**src/nth_delimiter_match_finder_defines.svh**
```systemverilog
// Assertion macros for the nth-delimiter match finder.
// Each macro expects clk and arst_n in the scope where it is used.
`ifndef NTH_DELIMITER_MATCH_FINDER_DEFINES_SVH
`define NTH_DELIMITER_MATCH_FINDER_DEFINES_SVH

// Check a condition in the same cycle as its trigger.
`define NDMF_ASSERT_SAME(lbl, ante, cons, msg) \
	lbl: assert property (@(posedge clk) disable iff (!arst_n) (ante) |-> (cons)) \
		else $error(msg);

// Check a condition in the cycle after its trigger.
`define NDMF_ASSERT_NEXT(lbl, ante, cons, msg) \
	lbl: assert property (@(posedge clk) disable iff (!arst_n) (ante) |=> (cons)) \
		else $error(msg);

`endif

```
**src/ndmf_pkg.sv**
```systemverilog
// Shared types, codes and defaults for the nth-delimiter match finder.
// No dependencies.
package ndmf_pkg;

	localparam int MAX_DELIMITER_BYTES_DEF = 8;
	localparam int HIT_RING_DEPTH_DEF      = 256;
	localparam int POSITION_BITS_DEF       = 16;

	localparam int CFG_DATA_W  = 64;
	localparam int CFG_INDEX_W = 3;

	// Output request queue
	localparam int OUTQ_DEPTH = 4;
	localparam int OUTQ_AW    = 2;

	typedef enum logic [CFG_INDEX_W-1:0] {
		CFG_DELIM_BYTES = 3'd0,
		CFG_DELIM_LEN   = 3'd1,
		CFG_INSTANCE    = 3'd2,
		CFG_IGNORE_CASE = 3'd3,
		CFG_ENDS_COUNT  = 3'd4
	} cfg_reg_t;

	typedef enum logic [1:0] {
		STATUS_FOUND     = 2'd0,
		STATUS_NOT_FOUND = 2'd1,
		STATUS_BAD_ARGS  = 2'd2,
		STATUS_TOO_LONG  = 2'd3
	} status_t;

	// Where the reported range comes from
	typedef enum logic [1:0] {
		PICK_NONE = 2'd0,	// (0,0): no match, or text start
		PICK_END  = 2'd1,	// (n,n): text end
		PICK_FWD  = 2'd2,	// forward pick register
		PICK_RING = 2'd3	// hit start ring
	} pick_t;

	// ASCII A-Z to a-z when folding is on
	function automatic logic [7:0] fold_byte(input logic [7:0] c, input logic icase);
		if (icase && c >= 8'h41 && c <= 8'h5A) begin
			return c + 8'h20;
		end
		return c;
	endfunction

endpackage

```
**src/nth_delimiter_match_finder.sv**
```systemverilog
// A result passes through s1, s2 and the output queue after its final request is accepted;
// its tvalid rises once it stands in the output queue.
// Throughput: one request per cycle; input holds off only while four results sit in s1,
// s2 and the output queue. A text's ring read comes in the cycle after its last write.
// Reset (arst_n, asynchronous, active low) clears counters, pipeline and queue; the hit ring
// is not cleared and no clearing pass runs. Depends on ndmf_pkg and the defines header.
`include "nth_delimiter_match_finder_defines.svh"

module nth_delimiter_match_finder #(
	parameter int MAX_DELIMITER_BYTES = ndmf_pkg::MAX_DELIMITER_BYTES_DEF,
	parameter int HIT_RING_DEPTH      = ndmf_pkg::HIT_RING_DEPTH_DEF,
	parameter int POSITION_BITS       = ndmf_pkg::POSITION_BITS_DEF,
	localparam int OUT_W = ((2 * POSITION_BITS + 7) / 8) * 8
) (
	input  logic                               clk,
	input  logic                               arst_n,
	// configuration write port
	input  logic                               cfg_we,
	input  logic [ndmf_pkg::CFG_INDEX_W-1:0]   cfg_index,
	input  logic [ndmf_pkg::CFG_DATA_W-1:0]    cfg_data,
	// text stream in
	input  logic                               s_axis_tvalid,
	output logic                               s_axis_tready,
	input  logic [7:0]                         s_axis_tdata,  // text_byte
	input  logic                               s_axis_tuser,  // byte_present
	input  logic                               s_axis_tlast,  // final_byte
	// result stream out
	output logic                               m_axis_tvalid,
	input  logic                               m_axis_tready,
	output logic [OUT_W-1:0]                   m_axis_tdata,  // start offset, end offset, zero pad
	output logic [1:0]                         m_axis_tuser   // status
);

	localparam int P      = POSITION_BITS;
	localparam int MAXD   = MAX_DELIMITER_BYTES;
	localparam int D      = HIT_RING_DEPTH;
	localparam int AW     = $clog2(D);
	localparam int RW     = (AW + 1 > 9) ? AW + 1 : 9;
	localparam int TW     = P + 2;
	localparam logic [P:0] POS_MAX = {1'b0, {P{1'b1}}};

	// ------------------------------------------------------------------
	// Configuration registers
	// ------------------------------------------------------------------
	logic [ndmf_pkg::CFG_DATA_W-1:0] delim_q;
	logic [3:0]                      len_q;
	logic [8:0]                      inst_q;	// two's complement
	logic                            icase_q;
	logic                            ends_q;

	always_ff @(posedge clk or negedge arst_n) begin
		if (!arst_n) begin
			delim_q <= '0;
			len_q   <= '0;
			inst_q  <= 9'd1;
			icase_q <= 1'b0;
			ends_q  <= 1'b0;
		end else if (cfg_we) begin
			unique case (ndmf_pkg::cfg_reg_t'(cfg_index))
				ndmf_pkg::CFG_DELIM_BYTES: delim_q <= cfg_data;
				ndmf_pkg::CFG_DELIM_LEN:   len_q   <= cfg_data[3:0];
				ndmf_pkg::CFG_INSTANCE:    inst_q  <= cfg_data[8:0];
				ndmf_pkg::CFG_IGNORE_CASE: icase_q <= cfg_data[0];
				ndmf_pkg::CFG_ENDS_COUNT:  ends_q  <= cfg_data[0];
				default: ;	// indexes beyond the register list are dropped
			endcase
		end
	end

	logic len_ok;
	logic inst_pos;
	assign len_ok   = (len_q != 4'd0) && (len_q <= 4'(MAXD));
	assign inst_pos = !inst_q[8] && (inst_q != 9'd0);

	// ------------------------------------------------------------------
	// Input side: per-byte window compare and counters
	// ------------------------------------------------------------------
	logic accept_in;
	logic take_byte;
	logic accept_fin;
	assign accept_in  = s_axis_tvalid && s_axis_tready;
	assign take_byte  = accept_in && s_axis_tuser;
	assign accept_fin = accept_in && s_axis_tlast;

	logic [7:0]    win_q [MAXD];	// newest byte at index 0
	logic [7:0]    win_n [MAXD];
	logic [7:0]    fw    [MAXD];
	logic [7:0]    fd    [MAXD];
	logic [P:0]    pos_q, eas_q, hc_q;
	logic [AW-1:0] wp_q;
	logic          fv_q;
	logic [P-1:0]  fs_q;

	logic          at_limit;
	logic [P:0]    pos_inc;
	logic [P:0]    start_w;
	logic          eq;
	logic          hit;
	logic          fwd_hit;
	logic [8:0]    fwd_tgt;

	logic [P:0]    pos_nx, eas_nx, hc_nx;
	logic [AW-1:0] wp_nx;
	logic          fv_nx;
	logic [P-1:0]  fs_nx;

	assign at_limit = pos_q >= POS_MAX;
	assign pos_inc  = pos_q + 1'b1;
	assign start_w  = pos_inc - (P + 1)'(len_q);
	assign fwd_tgt  = inst_q - 9'd1 - {8'd0, ends_q};

	// Shift the new byte in and fold both sides once
	always_comb begin
		win_n[0] = s_axis_tdata;
		for (int k = 1; k < MAXD; k++) begin
			win_n[k] = win_q[k-1];
		end
		for (int k = 0; k < MAXD; k++) begin
			fw[k] = ndmf_pkg::fold_byte(win_n[k], icase_q);
			fd[k] = ndmf_pkg::fold_byte(delim_q[8*k +: 8], icase_q);
		end
	end

	// For each possible length L, delimiter byte i lines up with window byte L-1-i;
	// keep only the compare for the configured length.
	always_comb begin
		logic eq_l;
		eq = 1'b0;
		for (int l = 1; l <= MAXD; l++) begin
			eq_l = 1'b1;
			for (int i = 0; i < l; i++) begin
				if (fd[i] != fw[l-1-i]) begin
					eq_l = 1'b0;
				end
			end
			if (len_q == 4'(l) && eq_l) begin
				eq = 1'b1;
			end
		end
	end

	// Leftmost, non-overlapping: a hit may not start before the end of the last one
	assign hit = take_byte && !at_limit && len_ok && (pos_inc >= (P + 1)'(len_q))
		&& eq && (start_w >= eas_q);
	assign fwd_hit = hit && inst_pos && (inst_q >= 9'd1 + {8'd0, ends_q})
		&& ((P + 1)'(fwd_tgt) == hc_q);

	always_comb begin
		pos_nx = pos_q;
		eas_nx = eas_q;
		hc_nx  = hc_q;
		wp_nx  = wp_q;
		fv_nx  = fv_q;
		fs_nx  = fs_q;
		if (take_byte) begin
			// Past the position range: park on the overflow mark
			pos_nx = at_limit ? POS_MAX + 1'b1 : pos_inc;
		end
		if (hit) begin
			hc_nx  = hc_q + 1'b1;
			eas_nx = pos_inc;
			wp_nx  = (wp_q == AW'(D - 1)) ? '0 : wp_q + 1'b1;
		end
		if (fwd_hit) begin
			fv_nx = 1'b1;
			fs_nx = start_w[P-1:0];
		end
	end

	// Text state; a final item hands its updated state to s1 and starts a fresh text
	always_ff @(posedge clk or negedge arst_n) begin
		if (!arst_n) begin
			pos_q <= '0;
			eas_q <= '0;
			hc_q  <= '0;
			wp_q  <= '0;
			fv_q  <= 1'b0;
		end else if (accept_fin) begin
			pos_q <= '0;
			eas_q <= '0;
			hc_q  <= '0;
			wp_q  <= '0;
			fv_q  <= 1'b0;
		end else if (accept_in) begin
			pos_q <= pos_nx;
			eas_q <= eas_nx;
			hc_q  <= hc_nx;
			wp_q  <= wp_nx;
			fv_q  <= fv_nx;
		end
	end

	always_ff @(posedge clk) begin
		if (take_byte && !at_limit) begin
			for (int k = 0; k < MAXD; k++) begin
				win_q[k] <= win_n[k];
			end
		end
		if (fwd_hit) begin
			fs_q <= start_w[P-1:0];
		end
	end

	// ------------------------------------------------------------------
	// s1: conclude the text and issue the ring read
	// ------------------------------------------------------------------
	logic          s1_v;
	logic [P:0]    n_s1, hc_s1;
	logic          fv_s1;
	logic [P-1:0]  fs_s1;
	logic [AW-1:0] wp_s1;

	always_ff @(posedge clk or negedge arst_n) begin
		if (!arst_n) begin
			s1_v <= 1'b0;
		end else begin
			s1_v <= accept_fin;
		end
	end

	always_ff @(posedge clk) begin
		if (accept_fin) begin
			n_s1  <= pos_nx;
			hc_s1 <= hc_nx;
			fv_s1 <= fv_nx;
			fs_s1 <= fs_nx;
			wp_s1 <= wp_nx;
		end
	end

	logic [TW-1:0]       total;
	logic [8:0]          kmag;
	logic [RW-1:0]       back_dist;
	logic [RW-1:0]       raddr_w;
	logic                reach;
	logic [AW-1:0]       raddr_s1;
	ndmf_pkg::status_t   status_c;
	ndmf_pkg::pick_t     pick_c;

	assign total = TW'(hc_s1) + TW'({ends_q, 1'b0});
	assign kmag  = ~inst_q + 9'd1;
	// Counting back k matches with ends counted skips the virtual end match,
	// so the wanted hit sits k-e entries behind the write pointer.
	assign back_dist = RW'(kmag) - RW'(ends_q);
	assign reach     = back_dist <= RW'(D);

	always_comb begin
		if (RW'(wp_s1) >= back_dist) begin
			raddr_w = RW'(wp_s1) - back_dist;
		end else begin
			raddr_w = RW'(wp_s1) + RW'(D) - back_dist;
		end
	end
	assign raddr_s1 = raddr_w[AW-1:0];

	always_comb begin
		status_c = ndmf_pkg::STATUS_NOT_FOUND;
		pick_c   = ndmf_pkg::PICK_NONE;
		if (!len_ok || inst_q == 9'd0) begin
			status_c = ndmf_pkg::STATUS_BAD_ARGS;
		end else if (n_s1[P]) begin
			status_c = ndmf_pkg::STATUS_TOO_LONG;
		end else if (!inst_q[8]) begin
			if (TW'(inst_q) <= total) begin
				if (ends_q && inst_q == 9'd1) begin
					status_c = ndmf_pkg::STATUS_FOUND;
				end else if (ends_q && TW'(inst_q) == total) begin
					status_c = ndmf_pkg::STATUS_FOUND;
					pick_c   = ndmf_pkg::PICK_END;
				end else if (fv_s1) begin
					status_c = ndmf_pkg::STATUS_FOUND;
					pick_c   = ndmf_pkg::PICK_FWD;
				end
			end
		end else begin
			if (TW'(kmag) <= total) begin
				if (ends_q && TW'(kmag) == total) begin
					status_c = ndmf_pkg::STATUS_FOUND;
				end else if (ends_q && kmag == 9'd1) begin
					status_c = ndmf_pkg::STATUS_FOUND;
					pick_c   = ndmf_pkg::PICK_END;
				end else if (reach) begin
					status_c = ndmf_pkg::STATUS_FOUND;
					pick_c   = ndmf_pkg::PICK_RING;
				end
			end
		end
	end

	// ------------------------------------------------------------------
	// Hit start ring: one write port (byte side), one registered read (s1).
	// The final byte's own hit is written at its accept edge, before
	// s1 reads, so no forwarding is needed. A new text may write in the same
	// cycle as the read; the read takes the old contents.
	// ------------------------------------------------------------------
	logic [P-1:0] ring_mem [D];
	logic [P-1:0] ring_rd_s2;

	always_ff @(posedge clk) begin
		ring_rd_s2 <= ring_mem[raddr_s1];
		if (hit) begin
			ring_mem[wp_q] <= start_w[P-1:0];
		end
	end

	// ------------------------------------------------------------------
	// s2: form the range
	// ------------------------------------------------------------------
	logic              s2_v;
	ndmf_pkg::status_t status_s2;
	ndmf_pkg::pick_t   pick_s2;
	logic [P-1:0]      n_s2, fs_s2;
	logic [P-1:0]      start_o, end_o;

	always_ff @(posedge clk or negedge arst_n) begin
		if (!arst_n) begin
			s2_v <= 1'b0;
		end else begin
			s2_v <= s1_v;
		end
	end

	always_ff @(posedge clk) begin
		if (s1_v) begin
			status_s2 <= status_c;
			pick_s2   <= pick_c;
			n_s2      <= n_s1[P-1:0];
			fs_s2     <= fs_s1;
		end
	end

	always_comb begin
		unique case (pick_s2)
			ndmf_pkg::PICK_NONE: start_o = '0;
			ndmf_pkg::PICK_END:  start_o = n_s2;
			ndmf_pkg::PICK_FWD:  start_o = fs_s2;
			ndmf_pkg::PICK_RING: start_o = ring_rd_s2;
			default:             start_o = '0;
		endcase
		if (pick_s2 == ndmf_pkg::PICK_FWD || pick_s2 == ndmf_pkg::PICK_RING) begin
			end_o = start_o + P'(len_q);
		end else begin
			end_o = start_o;
		end
	end

	// ------------------------------------------------------------------
	// Output request queue; ready counts results still in s1 and s2 so the
	// queue can never overflow while the input keeps flowing.
	// ------------------------------------------------------------------
	logic [1:0]                  q_status [ndmf_pkg::OUTQ_DEPTH];
	logic [P-1:0]                q_start  [ndmf_pkg::OUTQ_DEPTH];
	logic [P-1:0]                q_end    [ndmf_pkg::OUTQ_DEPTH];
	logic [ndmf_pkg::OUTQ_AW-1:0] q_head_q, q_tail_q;
	logic [ndmf_pkg::OUTQ_AW:0]   q_cnt_q;
	logic [ndmf_pkg::OUTQ_AW:0]   inflight;
	logic                         q_pop;

	assign inflight      = (ndmf_pkg::OUTQ_AW + 1)'(s1_v) + (ndmf_pkg::OUTQ_AW + 1)'(s2_v)
		+ q_cnt_q;
	assign s_axis_tready = inflight < (ndmf_pkg::OUTQ_AW + 1)'(ndmf_pkg::OUTQ_DEPTH);
	assign m_axis_tvalid = q_cnt_q != '0;
	assign q_pop         = m_axis_tvalid && m_axis_tready;

	always_ff @(posedge clk or negedge arst_n) begin
		if (!arst_n) begin
			q_head_q <= '0;
			q_tail_q <= '0;
			q_cnt_q  <= '0;
		end else begin
			if (s2_v) begin
				q_tail_q <= q_tail_q + 1'b1;
			end
			if (q_pop) begin
				q_head_q <= q_head_q + 1'b1;
			end
			if (s2_v && !q_pop) begin
				q_cnt_q <= q_cnt_q + 1'b1;
			end else if (!s2_v && q_pop) begin
				q_cnt_q <= q_cnt_q - 1'b1;
			end
		end
	end

	always_ff @(posedge clk) begin
		if (s2_v) begin
			q_status[q_tail_q] <= status_s2;
			q_start[q_tail_q]  <= start_o;
			q_end[q_tail_q]    <= end_o;
		end
	end

	assign m_axis_tuser = q_status[q_head_q];
	assign m_axis_tdata = OUT_W'({q_end[q_head_q], q_start[q_head_q]});

	// ------------------------------------------------------------------
	// Assertions
	// ------------------------------------------------------------------
	`NDMF_ASSERT_SAME(a_no_overbook, 1'b1,
		inflight <= (ndmf_pkg::OUTQ_AW + 1)'(ndmf_pkg::OUTQ_DEPTH),
		"results in flight exceed output queue")
	`NDMF_ASSERT_NEXT(a_fin_enters_s1, accept_fin, s1_v, "final request did not reach s1")
	`NDMF_ASSERT_NEXT(a_text_cleared, accept_fin, pos_q == '0 && hc_q == '0 && !fv_q,
		"text state not cleared after final request")
	`NDMF_ASSERT_NEXT(a_s2_lands, s2_v, q_cnt_q != '0, "s2 result lost before queue")

endmodule
```
**config.mk**
```make
export PLATFORM = sky130hd
export DESIGN_NAME = nth_delimiter_match_finder
export DESIGN_NICKNAME = d
export VERILOG_FILES = /design/src/ndmf_pkg.sv /design/src/nth_delimiter_match_finder.sv
export VERILOG_INCLUDE_DIRS = /design/src /design/src/src
export SDC_FILE = /design/constraint.sdc
export NUM_CORES = 2
export LEC_CHECK = 0
export BUFFER_PORTS_ARGS = -buffer_cell sky130_fd_sc_hd__clkbuf_2
export CAP_MARGIN = 20
export CORE_MARGIN = 2
export CORE_UTILIZATION = 42
export DETAILED_ROUTE_END_ITERATION = 8
export GPL_ROUTABILITY_DRIVEN = 0
export SLEW_MARGIN = 5
export SYNTH_ARGS = -nofsm -noshare
export SYNTH_HDL_FRONTEND = slang
export SYNTH_MEMORY_MAX_BITS = 65536
export SYNTH_SLANG_ARGS = --single-unit
```
**constraint.sdc**
```tcl
create_clock -name clk -period 17.73 [get_ports clk]
set_input_delay 3.546 -clock clk [delete_from_list [all_inputs] [get_ports clk]]
set_output_delay 3.546 -clock clk [all_outputs]
set_load 0.01 [all_outputs]
```
# Word level (Yosys, flattened, before mapping)
# Memories as Yosys holds them, arrays and structs flattened. A register that Yosys moved wholly into a read port is not among the register bits.
# Cells that the tools add are included.
# totals
mem_bits_ro	0
reg_bits	259
latchBits	0
wordCells	390
ram_bits	4296
memories	5
# classes
n_shift	0
bitwise	1
n_eq_ne	57
n_addsub	36
n_mux	140
n_mul	0
n_lt_le_gt_ge	42
n_div	0
n_reduce_logical	83
# memory_table
memory	words	word_bits	rd	rd_ports_with_merged_regs	write_ports	line	text
ring_mem	256	16	1	1	1	nth_delimiter_match_finder.sv:296	logic [P-1:0] ring_mem [D];
q_end	4	16	1	0	1	nth_delimiter_match_finder.sv:353	logic [P-1:0] q_end [ndmf_pkg::OUTQ_DEPTH];
q_start	4	16	1	0	1	nth_delimiter_match_finder.sv:352	logic [P-1:0] q_start [ndmf_pkg::OUTQ_DEPTH];
win_q	8	8	7	0	8	nth_delimiter_match_finder.sv:85	logic [7:0] win_q [MAXD];
q_status	4	2	1	0	1	nth_delimiter_match_finder.sv:351	logic [1:0] q_status [ndmf_pkg::OUTQ_DEPTH];
# ops
cell	n
$mux 8	37
$ne 8x8->1	36
$mux 17	10
$add 8x6->8 const B	16
$ge 8x7->1 const B	16
$le 8x7->1 const B	16
$mux 1	79
$pmux 16 s4	1
$logic_and 1x1->1	60
$eq 9x18->1	2
$le 9x18->1	2
$add 17x1->17 const B	2
$mux 16	2
$add 17x2->18	1
$eq 9x1->1 const B	2
$mux 2	9
$sub 9x1->9	2
$eq 9x17->1	1
$ge 17x16->1 const B	1
$ge 17x17->1	1
$ge 17x4->1	1
$sub 17x4->17	1
$add 16x4->16	1
$add 8x1->8 const B	2
other kinds (37)	58

# Depth between registers and ports, before layout
# An unclocked memory read counts as a cell.
# logic_depth
depth_word	25
mapped_depth	25
ltp_nobuf	21

# Least setup slack after synthesis
# Ideal clock, no wire load.
# synth_timing
path_kind	register -> register
start	register pos_q[0]
end	memory ring_mem[105][0] (netlist bit), enable pin
setup_time_ps	430
synth_period_minus_slack_ps	14130
arrival_ps	13700
required_time_ps	17300
setup_slack_ps	3600
stages_incl_launch_ff	24
cell_sequence	dfrtp_1 -> ha_1 -> ha_1 -> nor2b_1 -> o21ai_0 -> nand2b_1 -> a211oi_1 -> and4_1 -> nand2_1 -> xnor2_1 -> ha_1 -> a21o_1 -> a21o_1 -> a21oi_1 -> o211ai_1 -> a21o_1 -> a21o_1 -> o21bai_1 -> or2_1 -> buf_6 -> buf_6 -> buf_2 -> buf_2 -> nor4_1
# synth_between
word_cells_on_any_way	13
# synth_lines
item	line	text
start, declared	nth_delimiter_match_finder.sv:89	logic [P:0] pos_q, eas_q, hc_q;
start signal, assigned	nth_delimiter_match_finder.sv:185	pos_q <= pos_nx;
$add 17x1->17	nth_delimiter_match_finder.sv:108	assign pos_inc = pos_q + 1'b1;
$sub 17x4->17	nth_delimiter_match_finder.sv:109	assign start_w = pos_inc - (P + 1)'(len_q);
named net start_w[9]	nth_delimiter_match_finder.sv:96	logic [P:0] start_w;
$ge 17x17->1	nth_delimiter_match_finder.sv:144	&& eq && (start_w >= eas_q);
$logic_and 1x1->1	nth_delimiter_match_finder.sv:144	
$mux 1	nth_delimiter_match_finder.sv:301	if (hit) begin
$mux 1 (implied by the code)	nth_delimiter_match_finder.sv:302	ring_mem[wp_q] <= start_w[P-1:0];
end, declared	nth_delimiter_match_finder.sv:296	
# The timed path passes the listed nets, and every way through them passes these cells.

# Worst setup path in the final report
# layout_timing
start	input port s_axis_tdata[1]
end	memory ring_mem[246][13] (netlist bit), enable pin
# layout_between
elab_chain_cells	20
word_cells_on_any_way	44
# layout_lines
item	line	text
start, declared	nth_delimiter_match_finder.sv:24	input logic [7:0] s_axis_tdata,
$ge 8x7->1	ndmf_pkg.sv:41	if (icase && c >= 8'h41 && c <= 8'h5A) begin
$logic_and 1x1->1 (2 in series)	ndmf_pkg.sv:41	
$mux 1	ndmf_pkg.sv:41	
$mux 8 *	ndmf_pkg.sv:44	return c;
$ne 8x8->1	nth_delimiter_match_finder.sv:132	if (fd[i] != fw[l-1-i]) begin
$mux 1	nth_delimiter_match_finder.sv:132	
$logic_and 1x1->1	nth_delimiter_match_finder.sv:136	if (len_q == 4'(l) && eq_l) begin
$mux 1 (7 in series)	nth_delimiter_match_finder.sv:136	
$mux 1 *	nth_delimiter_match_finder.sv:136	
$logic_and 1x1->1 * (2 in series)	nth_delimiter_match_finder.sv:144	
$mux 1 *	nth_delimiter_match_finder.sv:301	
$mux 1 (implied by the code) *	nth_delimiter_match_finder.sv:302	
# Mark *: on every way between the ends. The rest lies on a longest branch, timed or not. The select of a mux whose other input is x is not followed.

==> qor.tcl <==
set qor(maxSlewHeadroom_pct) 4.31
set qor(cts_buffers) 455
set qor(finalWirelength_um) 490000
set qor(fp.dieW_um) 664
set qor(initial_antenna_violation_count) 31
set qor(num_ports) 118
set qor(critical_path_type) {in2reg}
set qor(fin_setup_tns_ns) 0
set qor(synthesis.yosys.warnings) 0
set qor(max-cap-violations) 0
set qor(cts_tree) {built}
set qor(worst-endpoint-arrival_ns) 9.43
set qor(final_core_util_pct) 47.8
set qor(clock_insertion_delay_worst_skew_ns) 1.03
set qor(synth_top_cell_area_share_pct) 71.9
set qor(post_route_cells_drive_above_1_share_pct) 30.3
set qor(grt_first_pass_wirelength_um) 692000
set qor(vias) 89900
set qor(number_of_nets_in_the_synthesized_netlist) 8694
set qor(synthesis.area_mm2) 0.183
set qor(total_leakage_power_nw) 64.7
set qor(largest_net_degree_at_the_start_of_global_routing) 191
set qor(globalRouteOverflowTotal) 0
set qor(areaGrowthSynthToFinish_pct) 13.3
set qor(clockRootBuffer) {sky130_fd_sc_hd__clkbuf_16}
set qor(share_of_async_settable_or_async_resettable_flops_after_synthesis_pct) 3.24
set qor(floorplan.initialDensity_pct) 42.2
set qor(hpwlAfterDp_um) 297000
set qor(worst_setup_hold_path_clk_slew_ns) 0.06
set qor(grt.total_usage_pct) 21.8
set qor(dr.first_iter.drc_count) 11900
set qor(nNetsFinal) 9090
set qor(period_needed_ns) 8.85
set qor(fp.dieArea_mm2) 0.441
set qor(yosys-top-cells-count) {4383 x sky130_fd_sc_hd__edfxtp_1, 1330 x sky130_fd_sc_hd__mux4_2, 327 x sky130_fd_sc_hd__clkbuf_1}
set qor(avgSynthCellArea_um2) 21.5
set qor(yosys.area.top_type) {sky130_fd_sc_hd__edfxtp_1}
set qor(timing.fmax_mhz) 113
set qor(die-height_um) 664
set qor(drc_errors) 0
set qor(cts_hold_buffers) 0
set qor(core.rowCount) 242
set qor(routed_wire_length_per_instance_um) 32.6
set qor(final.period_utilization_pct) 49.9
set qor(top_count_cell_post_synth) {sky130_fd_sc_hd__edfxtp_1}
set qor(dominantRegCellSynth) {sky130_fd_sc_hd__edfxtp_1}
set qor(rsz0062_at_grt) {no}
set qor(synth_cells) 8517
set qor(final_area_mm2) 0.208
set qor(core-area_mm2) 0.434
set qor(yosysUniqueCellTypes) 100
set qor(clock_tree.htree_level_count) 5
set qor(required_ns) 18.32
set qor(synth_seq_cells) 4563
set qor(outcome) {finished, final reports clean}
set qor(postCtsSetupRepairBufs) 0
set qor(timing_worst_slew_pin_value_ns) 1.44
set qor(finalHoldViolations) 0
set qor(power.ir.vdd_worst_uv) 204
set qor(worstSetupEndpointType) {flop}
set qor(fin_skew_ns) 0.104
set qor(synth_edf_count) 4383
set qor(tritoncts_num_sinks) 4563
set qor(crit_path_start_kind) {primary input}
set qor(synth_sequential_area_ratio_pct) 74.2
set qor(final-setup-viol-count) 0
set qor(hold_class) {reg2reg}
set qor(vias_per_cell) 5.97
set qor(first_global_vias) 89800
set qor(count_of_tritonroute_iterations_in_the_first_routing_pass) 5
set qor(post_cts_resize_count) 0
set qor(power.density_mw_per_mm2) 196
set qor(max-clock-path-buffers) 4
set qor(detailed_place.area_mm2) 0.192
set qor(antenna_violating_nets_post_route) 0
set qor(final-max-slew-violation-count) 0
set qor(worstPathMaxFanout) 80
set qor(synth_top_cells_by_area) {sky130_fd_sc_hd__edfxtp_1 72%, sky130_fd_sc_hd__mux4_2 16%, sky130_fd_sc_hd__dfrtp_1 2.0%}
set qor(io_buffers) 117
## stage by stage
stage | worst slack (ns) | total power [W] | hold slack, ns | std cells
3_5_place_dp | 7.73 | 0.0314 | 0.405 | 14200
2_1_floorplan | 3.60 | 0.0248 | 0.400 | 8517
6_report | 8.88 | 0.0408 | 0.413 | 15100
5_1_grt | 8.52 | 0.0419 | 0.421 | 15000
3_3_place_gp | 7.81 | 0.0312 | 0.401 | 14200
4_1_cts | 8.80 | 0.0411 | 0.415 | 15000
## kinds of logic after synthesis
logic type	synth area share, %
buf+inv	1.43
compound gates	1.80
simple gates	2.68
fa+ha+maj	0.666
mux	17.3
flops	74.2
xor+xnor	1.88
## state kept, by name, summed over array words and instances (netlist names), 3 cells and up
name        flops
ring_mem     4096
wp_q            8
fs_s1          16
delim_q        64
eas_q          17
len_q           4
hc_q           17
q_end          64
q_status        8
ring_rd_s2     16
wp_s1           8
inst_q          9
q_start        64
win_q          56
q_cnt_q         3
hc_s1          17
n_s2           16
n_s1           17
fs_q           16
fs_s2          16
pos_q          17
## per-layer routing
metal / vias to the layer above / global-route usage, % / part of all wire (%)
met2: 4385 / 35.5 / 49
met4: 4 / 5.36 / 2.6
met5: - / 0 / 0.0041
met3: 645 / 3.27 / 8.4
met1: 48500 / 31.2 / 40
li1: 36400 / - / -
## worst paths after layout
check | cells past startpoint | to | slack, ns | start
setup / recovery | 15 | ring_mem[246][13]$_DFFE_PP_ | 8.88 | s_axis_tdata[1]
hold / removal | 0 | n_s2[6]$_DFFE_PP_ | 0.41 | n_s1[6]$_DFFE_PP_
setup reg to reg | 24 | ring_mem[246][13]$_DFFE_PP_ | 9.04 | pos_q[0]$_DFFE_PN0P_
hold reg to reg | 0 | n_s2[6]$_DFFE_PP_ | 0.41 | n_s1[6]$_DFFE_PP_
max in group asynchronous | 2 | delim_q[23]$_DFFE_PN0P_ | 13.53 | arst_n
min in group asynchronous | 1 | q_head_q[1]$_DFFE_PN0P_ | 2.67 | arst_n
## power by group
part           leakage [nW]  switching, W  internal [W]  total (W)
Sequential             41.4      0.000279        0.0138     0.0141
Clock                  7.32       0.00414       0.00558    0.00972
Combinational          16.0        0.0107       0.00623     0.0169
## area by class of cell
type	count	area (um^2)
fill	35100	227000
tap	5734	7170
clock buffer	531	11800
timing repair buffer	456	3460
sequential	4563	136000
antenna	11	27.5
inverter	113	439
multi-input combinational	3324	45400
clock inverter	320	3330
## cell usage in the layout (no fill, tap or decap), types with 31 or more instances in the layout
master	netlist	layout
sky130_fd_sc_hd__or4_1	31	31
sky130_fd_sc_hd__a21oi_1	111	111
sky130_fd_sc_hd__mux2i_1	72	72
sky130_fd_sc_hd__o21ai_0	84	84
sky130_fd_sc_hd__clkbuf_16	0	459
sky130_fd_sc_hd__bufinv_16	0	57
sky130_fd_sc_hd__xor2_1	213	207
sky130_fd_sc_hd__nor4_1	123	59
sky130_fd_sc_hd__nor4_2	3	66
sky130_fd_sc_hd__clkinv_1	1	110
sky130_fd_sc_hd__buf_4	4	310
sky130_fd_sc_hd__clkinv_2	0	90
sky130_fd_sc_hd__dfrtp_1	147	142
sky130_fd_sc_hd__dfxtp_1	32	32
sky130_fd_sc_hd__nand2_1	138	125
sky130_fd_sc_hd__a22o_1	47	47
sky130_fd_sc_hd__clkbuf_1	327	72
sky130_fd_sc_hd__ha_1	91	90
sky130_fd_sc_hd__nor2_1	159	148
sky130_fd_sc_hd__nand4_1	53	53
sky130_fd_sc_hd__edfxtp_1	4383	4383
sky130_fd_sc_hd__mux4_2	1330	1330
sky130_fd_sc_hd__a211oi_1	67	67
sky130_fd_sc_hd__xnor2_1	179	165
sky130_fd_sc_hd__clkbuf_2	1	117
sky130_fd_sc_hd__nor2_2	65	75
sky130_fd_sc_hd__nor2b_1	114	98
sky130_fd_sc_hd__nor3_1	43	41
sky130_fd_sc_hd__inv_1	112	110
sky130_fd_sc_hd__mux2_2	90	90
sky130_fd_sc_hd__nand3_1	68	64
## worst max-delay path, cell delays in order
cell and delay, ns:
sky130_fd_sc_hd__clkbuf_2 0.28, sky130_fd_sc_hd__or4_4 0.61, sky130_fd_sc_hd__o221ai_2 0.35, sky130_fd_sc_hd__o31a_1 0.53, sky130_fd_sc_hd__xnor2_1 0.19, sky130_fd_sc_hd__nand4_1 0.15
sky130_fd_sc_hd__or4_1 0.55, sky130_fd_sc_hd__o311ai_1 0.16, sky130_fd_sc_hd__nor4_2 0.12, sky130_fd_sc_hd__buf_4 0.20, sky130_fd_sc_hd__or2_4 0.25, sky130_fd_sc_hd__buf_12 0.23
sky130_fd_sc_hd__buf_4 0.41, sky130_fd_sc_hd__or3_1 0.84, sky130_fd_sc_hd__nor2_2 0.92
Note: power is estimated with default switching activity, not from simulation.
